`config.mk`:
```
export PLATFORM = sky130hd
export DESIGN_NAME = h264_rtp_fua_packetizer
export DESIGN_NICKNAME = d
export VERILOG_FILES = /design/src/fua_pkg.sv /design/src/fua_front.sv /design/src/fua_queue.sv /design/src/fua_back.sv /design/src/h264_rtp_fua_packetizer.sv
export SDC_FILE = /design/constraint.sdc
export NUM_CORES = 1
export LEC_CHECK = 0
export BUFFER_PORTS_ARGS = -buffer_cell sky130_fd_sc_hd__buf_2
export CAP_MARGIN = 10
export CORE_MARGIN = 1.5
export CORE_UTILIZATION = 35
export DETAILED_ROUTE_END_ITERATION = 8
export PLACE_DENSITY_LB_ADDON = 0.1
export SLEW_MARGIN = 20
export SYNTH_ARGS = -nofsm -noshare
export SYNTH_HDL_FRONTEND = slang
export SYNTH_SLANG_ARGS = --single-unit
```
`constraint.sdc`:
```
create_clock -name clock -period 9.15 [get_ports clock]
set_input_delay 1.83 -clock clock [delete_from_list [all_inputs] [get_ports clock]]
set_output_delay 1.83 -clock clock [all_outputs]
set_load 0.02 [all_outputs]
```
`src/fua_pkg.sv`:
```
// Types and constants shared by the FU-A packetizer modules.
`timescale 1ns / 1ps

package fua_pkg;

   localparam int CSR_INDEX_W = 1;

   typedef enum logic [CSR_INDEX_W-1:0] {
      CSR_MAX_FRAGMENT_PAYLOAD = 1'b0,
      CSR_INITIAL_SEQUENCE     = 1'b1
   } csr_index_type;

   localparam logic [15:0] MAX_FRAGMENT_RESET = 16'd1400;
   localparam logic [7:0]  FU_A_TYPE          = 8'd28;
   localparam logic [7:0]  TYPE_MASK          = 8'h1F;
   localparam logic [7:0]  FNRI_MASK          = 8'hE0;
   localparam logic [7:0]  S_BIT              = 8'h80;
   localparam logic [7:0]  E_BIT              = 8'h40;

   // One classified input item: either a single byte or a fragment opener
   // that carries the two FU bytes ahead of its payload byte.
   typedef struct packed {
      logic        three;
      logic        first;
      logic        last;
      logic [15:0] seq;
      logic [7:0]  ind;
      logic [7:0]  fuh;
      logic [7:0]  data;
   } job_type;

endpackage

```
`src/fua_front.sv`:
```
// Front end: accepts NAL bytes and config writes, tracks unit/fragment state.
`timescale 1ns / 1ps

module fua_front (
   input  logic                            clock,
   input  logic                            reset,
   input  logic                            req_valid,
   output logic                            req_ready,
   input  logic [7:0]                      req_nal_byte,
   input  logic [19:0]                     req_nal_length,
   input  logic                            csr_valid,
   output logic                            csr_ready,
   input  logic [fua_pkg::CSR_INDEX_W-1:0] csr_index,
   input  logic [15:0]                     csr_wdata,
   input  logic                            queue_full,
   output logic                            push,
   output fua_pkg::job_type                push_job
);

   logic [15:0] max_frag_ff, max_frag_in;
   logic [15:0] seq_ff, seq_in;
   logic [19:0] pos_ff, pos_in;
   logic [15:0] fill_ff, fill_in;
   logic [7:0]  held_ff, held_in;
   logic        mode_ff, mode_in;

   logic [15:0] lim;
   logic        accept;
   logic        at_start;
   logic        unit_end;
   logic        mode;
   logic        pkt_end;
   logic [19:0] rem;
   logic [7:0]  fuh;

   assign csr_ready = 1'b1;
   assign req_ready = !queue_full;

   always_comb begin
      lim      = (max_frag_ff == 16'd0) ? 16'd1 : max_frag_ff;
      accept   = req_valid && !queue_full;
      at_start = (pos_ff == 20'd0);
      unit_end = (({1'b0, pos_ff} + 21'd1) >= {1'b0, req_nal_length});
      mode     = at_start ? (req_nal_length > {4'd0, lim}) : mode_ff;
      pkt_end  = unit_end || (({1'b0, fill_ff} + 17'd1) >= {1'b0, lim});
      rem      = (pos_ff < req_nal_length) ? (req_nal_length - pos_ff) : 20'd0;

      fuh = held_ff & fua_pkg::TYPE_MASK;
      if (pos_ff == 20'd1) begin
         fuh = fuh | fua_pkg::S_BIT;
      end
      if (rem <= {4'd0, lim}) begin
         fuh = fuh | fua_pkg::E_BIT;
      end

      push_job.three = mode && (fill_ff == 16'd0);
      push_job.first = !mode && at_start;
      push_job.last  = mode ? pkt_end : unit_end;
      push_job.seq   = seq_ff;
      push_job.ind   = (held_ff & fua_pkg::FNRI_MASK) | fua_pkg::FU_A_TYPE;
      push_job.fuh   = fuh;
      push_job.data  = req_nal_byte;

      // header byte of a fragmented unit is held back, nothing goes out
      push = accept && !(mode && at_start);

      max_frag_in = max_frag_ff;
      seq_in      = seq_ff;
      pos_in      = pos_ff;
      fill_in     = fill_ff;
      held_in     = held_ff;
      mode_in     = mode_ff;

      if (accept) begin
         if (!mode) begin
            if (unit_end) begin
               seq_in = seq_ff + 16'd1;
            end
         end else if (at_start) begin
            held_in = req_nal_byte;
         end else if (pkt_end) begin
            seq_in  = seq_ff + 16'd1;
            fill_in = 16'd0;
         end else begin
            fill_in = fill_ff + 16'd1;
         end

         if (unit_end) begin
            pos_in  = 20'd0;
            fill_in = 16'd0;
            mode_in = 1'b0;
         end else begin
            pos_in  = pos_ff + 20'd1;
            mode_in = mode;
         end
      end

      if (csr_valid) begin
         case (fua_pkg::csr_index_type'(csr_index))
            fua_pkg::CSR_MAX_FRAGMENT_PAYLOAD: max_frag_in = csr_wdata;
            fua_pkg::CSR_INITIAL_SEQUENCE:     seq_in      = csr_wdata;
            default: ;
         endcase
      end
   end

   always_ff @(posedge clock) begin
      if (reset) begin
         max_frag_ff <= fua_pkg::MAX_FRAGMENT_RESET;
         seq_ff      <= 16'd0;
         pos_ff      <= 20'd0;
         fill_ff     <= 16'd0;
         held_ff     <= 8'd0;
         mode_ff     <= 1'b0;
      end else begin
         max_frag_ff <= max_frag_in;
         seq_ff      <= seq_in;
         pos_ff      <= pos_in;
         fill_ff     <= fill_in;
         held_ff     <= held_in;
         mode_ff     <= mode_in;
      end
   end

endmodule

```
`src/fua_queue.sv`:
```
// Small job queue between the front end and the emitter.
`timescale 1ns / 1ps

module fua_queue #(
   parameter int DEPTH = 4
) (
   input  logic             clock,
   input  logic             reset,
   input  logic             push,
   input  fua_pkg::job_type push_job,
   output logic             full,
   input  logic             pop,
   output logic             head_valid,
   output fua_pkg::job_type head_job
);

   localparam int PTR_W = (DEPTH > 1) ? $clog2(DEPTH) : 1;
   localparam int CNT_W = $clog2(DEPTH + 1);
   localparam logic [PTR_W-1:0] LAST_PTR = PTR_W'(DEPTH - 1);
   localparam logic [CNT_W-1:0] FULL_CNT = CNT_W'(DEPTH);

   fua_pkg::job_type slots_ff [DEPTH];
   logic [PTR_W-1:0] wr_ptr_ff, wr_ptr_in;
   logic [PTR_W-1:0] rd_ptr_ff, rd_ptr_in;
   logic [CNT_W-1:0] count_ff, count_in;
   logic             do_push;
   logic             do_pop;

   assign full       = (count_ff == FULL_CNT);
   assign head_valid = (count_ff != '0);
   assign head_job   = slots_ff[rd_ptr_ff];

   always_comb begin
      do_push   = push && !full;
      do_pop    = pop && head_valid;
      wr_ptr_in = wr_ptr_ff;
      rd_ptr_in = rd_ptr_ff;
      count_in  = count_ff;
      if (do_push) begin
         wr_ptr_in = (wr_ptr_ff == LAST_PTR) ? '0 : wr_ptr_ff + PTR_W'(1);
      end
      if (do_pop) begin
         rd_ptr_in = (rd_ptr_ff == LAST_PTR) ? '0 : rd_ptr_ff + PTR_W'(1);
      end
      if (do_push && !do_pop) begin
         count_in = count_ff + CNT_W'(1);
      end else if (do_pop && !do_push) begin
         count_in = count_ff - CNT_W'(1);
      end
   end

   always_ff @(posedge clock) begin
      if (do_push) begin
         slots_ff[wr_ptr_ff] <= push_job;
      end
   end

   always_ff @(posedge clock) begin
      if (reset) begin
         wr_ptr_ff <= '0;
         rd_ptr_ff <= '0;
         count_ff  <= '0;
      end else begin
         wr_ptr_ff <= wr_ptr_in;
         rd_ptr_ff <= rd_ptr_in;
         count_ff  <= count_in;
      end
   end

endmodule

```
`src/fua_back.sv`:
```
// Emitter: expands queued jobs into output bytes behind an output register.
`timescale 1ns / 1ps

module fua_back (
   input  logic             clock,
   input  logic             reset,
   input  logic             head_valid,
   input  fua_pkg::job_type head_job,
   output logic             pop,
   output logic             rsp_valid,
   input  logic             rsp_ready,
   output logic [7:0]       rsp_out_byte,
   output logic             rsp_packet_first,
   output logic             rsp_packet_last,
   output logic [15:0]      rsp_sequence_number,
   output logic             rsp_run_last
);

   typedef enum logic [2:0] {
      PH_IND  = 3'b001,
      PH_FUH  = 3'b010,
      PH_DATA = 3'b100
   } phase_type;

   phase_type   phase_ff, phase_in;
   logic        valid_ff, valid_in;
   logic [7:0]  byte_ff, byte_in;
   logic        first_ff, first_in;
   logic        last_ff, last_in;
   logic [15:0] seq_ff, seq_in;
   logic        run_last_ff, run_last_in;
   logic        load;

   assign rsp_valid           = valid_ff;
   assign rsp_out_byte        = byte_ff;
   assign rsp_packet_first    = first_ff;
   assign rsp_packet_last     = last_ff;
   assign rsp_sequence_number = seq_ff;
   assign rsp_run_last        = run_last_ff;

   always_comb begin
      load        = !valid_ff || rsp_ready;
      phase_in    = phase_ff;
      valid_in    = valid_ff && !rsp_ready;
      byte_in     = byte_ff;
      first_in    = first_ff;
      last_in     = last_ff;
      seq_in      = seq_ff;
      run_last_in = run_last_ff;
      pop         = 1'b0;

      if (load && head_valid) begin
         valid_in = 1'b1;
         seq_in   = head_job.seq;
         if (!head_job.three) begin
            byte_in     = head_job.data;
            first_in    = head_job.first;
            last_in     = head_job.last;
            run_last_in = 1'b1;
            pop         = 1'b1;
         end else begin
            case (phase_ff)
               PH_IND: begin
                  byte_in     = head_job.ind;
                  first_in    = 1'b1;
                  last_in     = 1'b0;
                  run_last_in = 1'b0;
                  phase_in    = PH_FUH;
               end
               PH_FUH: begin
                  byte_in     = head_job.fuh;
                  first_in    = 1'b0;
                  last_in     = 1'b0;
                  run_last_in = 1'b0;
                  phase_in    = PH_DATA;
               end
               PH_DATA: begin
                  byte_in     = head_job.data;
                  first_in    = 1'b0;
                  last_in     = head_job.last;
                  run_last_in = 1'b1;
                  phase_in    = PH_IND;
                  pop         = 1'b1;
               end
               default: begin
                  valid_in = valid_ff && !rsp_ready;
                  phase_in = PH_IND;
               end
            endcase
         end
      end
   end

   always_ff @(posedge clock) begin
      byte_ff     <= byte_in;
      first_ff    <= first_in;
      last_ff     <= last_in;
      seq_ff      <= seq_in;
      run_last_ff <= run_last_in;
   end

   always_ff @(posedge clock) begin
      if (reset) begin
         phase_ff <= PH_IND;
         valid_ff <= 1'b0;
      end else begin
         phase_ff <= phase_in;
         valid_ff <= valid_in;
      end
   end

endmodule

```
`src/h264_rtp_fua_packetizer.sv`:
```
// H.264 RTP FU-A packetizer: top level joining front end, job queue and emitter.
// Feed a NAL unit one byte per item, header byte first, with the unit's total
// length on every item. A unit no longer than max_fragment_payload (register 0,
// reset 1400, zero acts as one) comes out unchanged as one packet; a longer one
// has its header held back (that item gives no result) and the rest is cut into
// FU-A fragments, each opened by an FU indicator and FU header byte (S on the
// first fragment, E on the last). Every result byte carries the 16-bit sequence
// number of its packet; writing initial_sequence (register 1) reloads it.
// The front end classifies one item per cycle into a queue of QUEUE_DEPTH jobs;
// the emitter drains one output byte per cycle, so plain bytes flow at one item
// per cycle and an item that opens a fragment costs three output bytes, which
// backs up into req_ready only once the queue is full. Results leave from a
// register, so input keeps flowing while a result waits on rsp_ready.
// csr_ready is always high; write configuration only while the block is idle.
`timescale 1ns / 1ps

module h264_rtp_fua_packetizer #(
   parameter int QUEUE_DEPTH = 4
) (
   input  logic                            clock,
   input  logic                            reset,
   input  logic                            req_valid,
   output logic                            req_ready,
   input  logic [7:0]                      req_nal_byte,
   input  logic [19:0]                     req_nal_length,
   output logic                            rsp_valid,
   input  logic                            rsp_ready,
   output logic [7:0]                      rsp_out_byte,
   output logic                            rsp_packet_first,
   output logic                            rsp_packet_last,
   output logic [15:0]                     rsp_sequence_number,
   output logic                            rsp_run_last,
   input  logic                            csr_valid,
   output logic                            csr_ready,
   input  logic [fua_pkg::CSR_INDEX_W-1:0] csr_index,
   input  logic [15:0]                     csr_wdata
);

   // front end -> queue
   logic             push;
   fua_pkg::job_type push_job;
   logic             queue_full;

   // queue -> emitter
   logic             head_valid;
   fua_pkg::job_type head_job;
   logic             pop;

   fua_front u_front (
      .clock          (clock),
      .reset          (reset),
      .req_valid      (req_valid),
      .req_ready      (req_ready),
      .req_nal_byte   (req_nal_byte),
      .req_nal_length (req_nal_length),
      .csr_valid      (csr_valid),
      .csr_ready      (csr_ready),
      .csr_index      (csr_index),
      .csr_wdata      (csr_wdata),
      .queue_full     (queue_full),
      .push           (push),
      .push_job       (push_job)
   );

   fua_queue #(
      .DEPTH (QUEUE_DEPTH)
   ) u_queue (
      .clock      (clock),
      .reset      (reset),
      .push       (push),
      .push_job   (push_job),
      .full       (queue_full),
      .pop        (pop),
      .head_valid (head_valid),
      .head_job   (head_job)
   );

   fua_back u_back (
      .clock               (clock),
      .reset               (reset),
      .head_valid          (head_valid),
      .head_job            (head_job),
      .pop                 (pop),
      .rsp_valid           (rsp_valid),
      .rsp_ready           (rsp_ready),
      .rsp_out_byte        (rsp_out_byte),
      .rsp_packet_first    (rsp_packet_first),
      .rsp_packet_last     (rsp_packet_last),
      .rsp_sequence_number (rsp_sequence_number),
      .rsp_run_last        (rsp_run_last)
   );

endmodule

```
Word level (Yosys, flattened, before mapping) --
Memories as Yosys holds them, arrays and structs flattened. A register that Yosys moved wholly into a read port is not among the register bits. Index checks and enable logic that the tools add are counted.
Storage, ports and cells: register bits 115, memories 1, output and inout bits 30, input port bits 50, RAM bits 152
Operators by class: add/sub/neg operators 10, $lt $le $gt $ge 5, mux-type cells 41, eq/ne operators 11, reductions and logical operators 36, bitwise logic cells 1
Memories:
- u_queue.slots_ff | depth 4, width 38, rd ports 1, clocked after memory_dff 1, wr ports 1, RTL line fua_queue.sv:22 | fua_pkg::job_type slots_ff [DEPTH];
Operator list (count):
- 2-to-1 mux 16 bit | 12
- 2-to-1 mux 20 bit | 2
- adder 16 x 1 -> 16 bit (second input constant) | 2
- zero test 16 bit | 2
- one-hot mux 8 bit (3 select lines) | 1
- adder 20 x 1 -> 21 bit (second input constant) | 1
- greater-or-equal comparator 21 x 20 -> 1 bit | 1
- adder 20 x 1 -> 20 bit (second input constant) | 1
- equality test 20 x 1 -> 1 bit (second input constant) | 1
- > comparator 20 x 16 -> 1 bit | 1
- <= comparator 20 x 16 -> 1 bit | 1
- zero test 20 bit | 1
- less-than comparator 20 bit | 1
- subtractor 20 bit | 1
- adder 16 x 1 -> 17 bit (second input constant) | 1
- greater-or-equal comparator 17 x 16 -> 1 bit | 1
- 2-to-1 mux 8 bit | 2
- 2-to-1 mux 1 bit | 13
- logical AND 1 bit | 11
- AND reduction 2 bit | 5
- 2-to-1 mux 2 bit | 4
- zero test 1 bit | 7
- 2-to-1 mux 7 bit | 1
- equality test 3 bit (second input constant) | 2
- 19 further kinds | 29

Depth between registers and ports, before layout --
depth in word-level cells 12, depth in mapped cells 22, mapped depth without buffers 21

Cells and area by module --
A second synthesis with hierarchy kept.
Unflattened totals: cell total of the unflattened synthesis 1282, area total of the unflattened synthesis 14963.1 sq um
Modules (own cells, without submodules):
- fua_front | cells an instance 912, area each 6940.4 sq um, sequential area each 1541.5 sq um, instances 1
- fua_queue | cells an instance 275, area each 6705.2 sq um, sequential area each 5345.1 sq um, instances 1
- fua_back | cells an instance 95, area each 1317.5 sq um, sequential area each 890.9 sq um, instances 1

Worst setup path before layout --
Ideal clock, no wire load.
path type input-to-reg, start point input port req_nal_length[0], end point memory u_queue.slots_ff[0][14] in the netlist's numbering, data pin, required time 8.966 ns, path slack 3.274 ns, library setup time 0.184 ns, data arrival time 5.691 ns, buffers on the path 1, stages 22, cell sequence inv_1 -> ha_1 -> inv_1 -> fa_1 -> a211oi_1 -> nor2_1 -> o211ai_1 -> nor4b_1 -> o31ai_1 -> a21o_1 -> o41ai_1 -> clkbuf_1 -> nor2_1 -> ha_1 -> a21o_1 -> a21o_1 -> a21o_1 -> a21o_1 -> a221oi_1 -> o21a_1 -> o21ai_0 -> a2bb2oi_1
RTL lines:
- start, declared | RTL line h264_rtp_fua_packetizer.sv:25 | input logic [19:0] req_nal_length,
- end, declared | RTL line fua_queue.sv:22

==> metrics.md <==
| Metric | Value |
|---|---|
| Status | `completed` |
| Proportion of layout cells with a drive suffix above 1 | `0.153` |
| MaxCap Viol Count | `0` |
| Hold Vio Cnt, Final | `0` |
| Synthesized area | `~0.014 mm^2` |
| CTS tree | `done` |
| Hold_sp | `u_front.fill_ff[15]$_SDFFE_PP0P_` |
| Clock Root Buffer | `clkbuf_16` |
| Reg2reg start | `u_front.pos_ff[0]$_SDFFE_PP0P_` |
| Mux share of post-synthesis cell area | `0.0681` |
| Synth Area in Compound Gates | `0.122` |
| Critical path's largest stage delay | `between 0.5 and 0.6 ns` |
| Placed Area | `~0.015 mm^2` |
| WL final | `about 36 mm` |
| First-pass DRT Iterations | `7` |
| Antenna violations before repair | `0` |
| Register area share after synthesis | `0.504` |
| Adder-cell share of the synthesized area | `0.0921` |
| #FFs+latches synth | `265` |
| Final Cycle Share | `0.657` |
| Die Y | `203 um` |
| Sw power | `between 1000 and 1500 uW` |
| Reg clk slew, reported paths | `0.06 ns` |
| Internal | `~2500 uW` |
| Post-route DRC | `0` |
| Max Transition Viols Final | `0` |
| Gate power share | `0.227` |
| WL per Instance | `between 15 and 20 um` |
| PwrDens | `between 200 and 250 mW/mm^2` |
| Reg2reg path depth | `15` |
| Routed Antenna Nets | `0` |
| Avg Vias per Cell | `around 5.3` |
| Top cell by count, worst path | `a21o_1` |
| P&R area growth vs syn | `14.0%` |
| GP Congestion | `a little over 0.9` |
| Slowest CP cell | `a2bb2oi_1` |
| Synth warn | `0` |
| Ordered list of cells on the worst path | `buf_2 > inv_1 > ha_1 > inv_1 > fa_1 > a211oi_1 > nor2_1 > o211ai_1 > nor4b_1 > o31ai_1 > a21o_1 > o41ai_2 > buf_4 > nor2_1 > ha_1 > a21o_1 > a21o_1 > a21o_1 > a21o_1 > a221oi_1 > o21a_1 > o21ai_0 > a2bb2oi_1` |
| Minimum clock period | `between 6 and 7 ns` |
| Clk sinks | `265` |
| Total Nets Final | `roughly 1500` |
| Ant. Diodes | `0` |
| Leak | `roughly 0.0059 uW` |
| Final setup vio count | `0` |
| Part of the power in registers | `0.435` |
| Syn_area_per_cell | `around 11 um^2` |
| Die ar. | `roughly 0.041 mm^2` |
| Syn nets | `1417` |
| Synth top area share | `0.375` |
| Hold Path Class | `flip-flop to flip-flop` |
| Routed via count | `roughly 10000` |
| Clock H-tree levels | `1` |
| Maximum fanout along the worst path | `17` |
| Clk_lat worst skew | `between 0.5 and 0.6 ns` |
| Crit path capture type | `flip-flop` |
| Cts repair resizes | `0` |
| Top FF cell, synth | `edfxtp_1` |
| Xor/xnor share of the synthesized area | `0.0300` |
| TNS Setup | `0 ns` |
| CTS Buf Count | `29` |
| RSZ-0062 raised after global routing | `false` |
| Hpwl dp | `26.2 mm` |
| Starting Density | `0.354` |
| IO Port Bufs | `78` |
| R2R setup slack | `about 3.8 ns` |
| Crit Path Category | `primary input to flip-flop` |
| WP data arrival | `6.27 ns` |
| Asr flop ratio synth | `0` |
| Post-Synth Simple-Gate Area | `0.148` |
| First-pass GRT wire length | `roughly 57 mm` |
| Rows | `73` |
| Synth Instances | `around 1300` |
| Tightest Pin Transition | `~1.1 ns` |
| Initial DRC count | `just under 600` |
| Total GRT Usage | `0.178` |
| Hold path cells | `2` |
| Number of synthesized flops with an enable pin | `approximately 180` |
| Post-route cell area | `between 0.015 and 0.02 mm^2` |
| Count leader, synth | `edfxtp_1` |
| Post-CTS Setup Bufs | `0` |
| Die X | `between 200 and 250 um` |
| Max VDD drop | `around 0.12 mV` |
| Fillers | `3873` |
| CTS Hold Bufs | `0` |
| Startpoint Class | `primary input` |
| Pin count of the biggest net entering global routing | `69` |
| Yosys cell types | `79` |
| Post-synth top cells | `edfxtp_1 (175), nor2_1 (114), ha_1 (100), nand2_1 (97), dfxtp_1 (90)` |
| Crit path required time | `roughly 9.4 ns` |
| Synth area leaders | `edfxtp_1 (38%), dfxtp_1 (13%), ha_1 (8.9%)` |
| Core area | `0.0396 mm^2` |
| F_max | `between 150 and 200 MHz` |
| Layout Skew | `0.0142 ns` |
| End of the worst register-to-register path | `u_front.seq_ff[2]$_SDFF_PP0_` |
| Clock power frac | `0.338` |
| Vias in the first global route | `roughly 10000` |
| Main combinational cell family by area after synthesis | `simple AND/OR/NAND/NOR gates` |
| Switching part of the total | `0.289` |
| Relative max-transition margin | `0.291` |
| Hold EP | `u_front.fill_ff[15]$_SDFFE_PP0P_` |
| Ports | `80` |
| Gr ovfl total | `0` |
| Deepest clock path buffer count | `3` |
| Area leader, netlist | `edfxtp_1` |
[layout make-up]
type / instances / area (um^2) / area share
clock buffers: 39 / 783 / 0.0490
clock inverters: 14 / 175 / 0.0110
inverters: 77 / 289 / 0.0181
multi-input cells: 871 / 6480 / 0.405
flip-flops and latches: 265 / 7060 / 0.442
well taps: 525 / 657 / 0.0411
repair buffers: 97 / 536 / 0.0335
[cell families (layout without fill, tap and decap cells)]
group / count (synthesis) / count (layout)
muxes: 49 / 49
adders and majority gates: 102 / 102
buffers and inverters: 129 / 227
xor gates and xnor gates: 48 / 48
and+or+nand+nor: 421 / 421
AOI/OAI and AO/OA: 250 / 250
DFF: 265 / 265
other: 1 / 1
[layout by cell type, fill, tap and decap left out, types with 23 or more instances in the layout]
cell,instances
nand2_1,97
a21oi_1,85
ha_1,100
xnor2_1,28
edfxtp_1,175
mux4_2,37
nand3_1,62
buf_2,77
o21ai_0,37
nor2_1,114
nor3_1,27
dfxtp_1,88
inv_1,77
a21o_1,23
clkbuf_16,29
[routing by layer]
| metal | GRT usage | vias up | routed length [um] |
|---|---|---|---|
| met1 | 0.251 | 4824 | 17700 |
| met5 | 0 | - | 0 |
| li1 | - | 4864 | - |
| met2 | 0.284 | 189 | 16400 |
| met3 | 0.0258 | 44 | 1500 |
| met4 | 0.0479 | 0 | 719 |
[worst max path at each step]
stage | start | endpoint | slack, ns | cells past startpoint
2_1_floorplan | req_nal_length[0] | u_queue.slots_ff[0][14]$_DFFE_PP_ | 3.27 | 22
3_3_place_gp | req_nal_length[0] | u_queue.slots_ff[0][14]$_DFFE_PP_ | 2.74 | 23
3_5_place_dp | req_nal_length[0] | u_queue.slots_ff[1][14]$_DFFE_PP_ | 2.69 | 23
4_1_cts | req_nal_length[0] | u_queue.slots_ff[0][14]$_DFFE_PP_ | 3.24 | 23
5_1_grt | req_nal_length[0] | u_queue.slots_ff[0][14]$_DFFE_PP_ | 2.81 | 23
6_report | req_nal_length[0] | u_queue.slots_ff[0][14]$_DFFE_PP_ | 3.14 | 23
[state kept, by name, summed over array words and instances, names as in the netlist, 2 cells and up, named ones only]
| name | cells |
|---|---|
| u_back.phase_ff | 3 |
| u_back.rsp_out_byte | 8 |
| u_back.rsp_sequence_number | 16 |
| u_front.fill_ff | 16 |
| u_front.held_ff | 8 |
| u_front.max_frag_ff | 16 |
| u_front.pos_ff | 20 |
| u_front.seq_ff | 16 |
| u_queue.count_ff | 3 |
| u_queue.rd_ptr_ff | 2 |
| u_queue.slots_ff | 148 |
| u_queue.wr_ptr_ff | 2 |
[power by group through the flow]
stage                     registers [uW]  clock network (uW)  logic [uW]
after global routing                1530                1250         876
after global placement              1540                   0         802
final                               1510                1180         790
after floorplan                     1600                   0         477
after CTS                           1510                1210         807
after detailed placement            1540                   0         805
[critical path: cells and delay by family]
family	cells	cell delay, ns
AND/OR/NAND/NOR	3	0.48
buffers and inverters	4	0.51
adder cells (fa/ha/maj)	3	0.88
AO/OA/AOI/OAI	13	2.55
[stage by stage]
step	power, uW	hold slack (ns)	instances	utilization	worst slack, ns
after detailed placement	2340	0.465	1835	0.379	2.69
after global routing	3650	0.488	1888	0.403	2.81
final	3480	0.473	1888	0.403	3.14
after global placement	2340	0.457	1835	0.379	2.74
after floorplan	2080	0.436	1265	-	3.27
after CTS	3530	0.476	1888	0.403	3.24
Power figures use the tool's default switching activity.
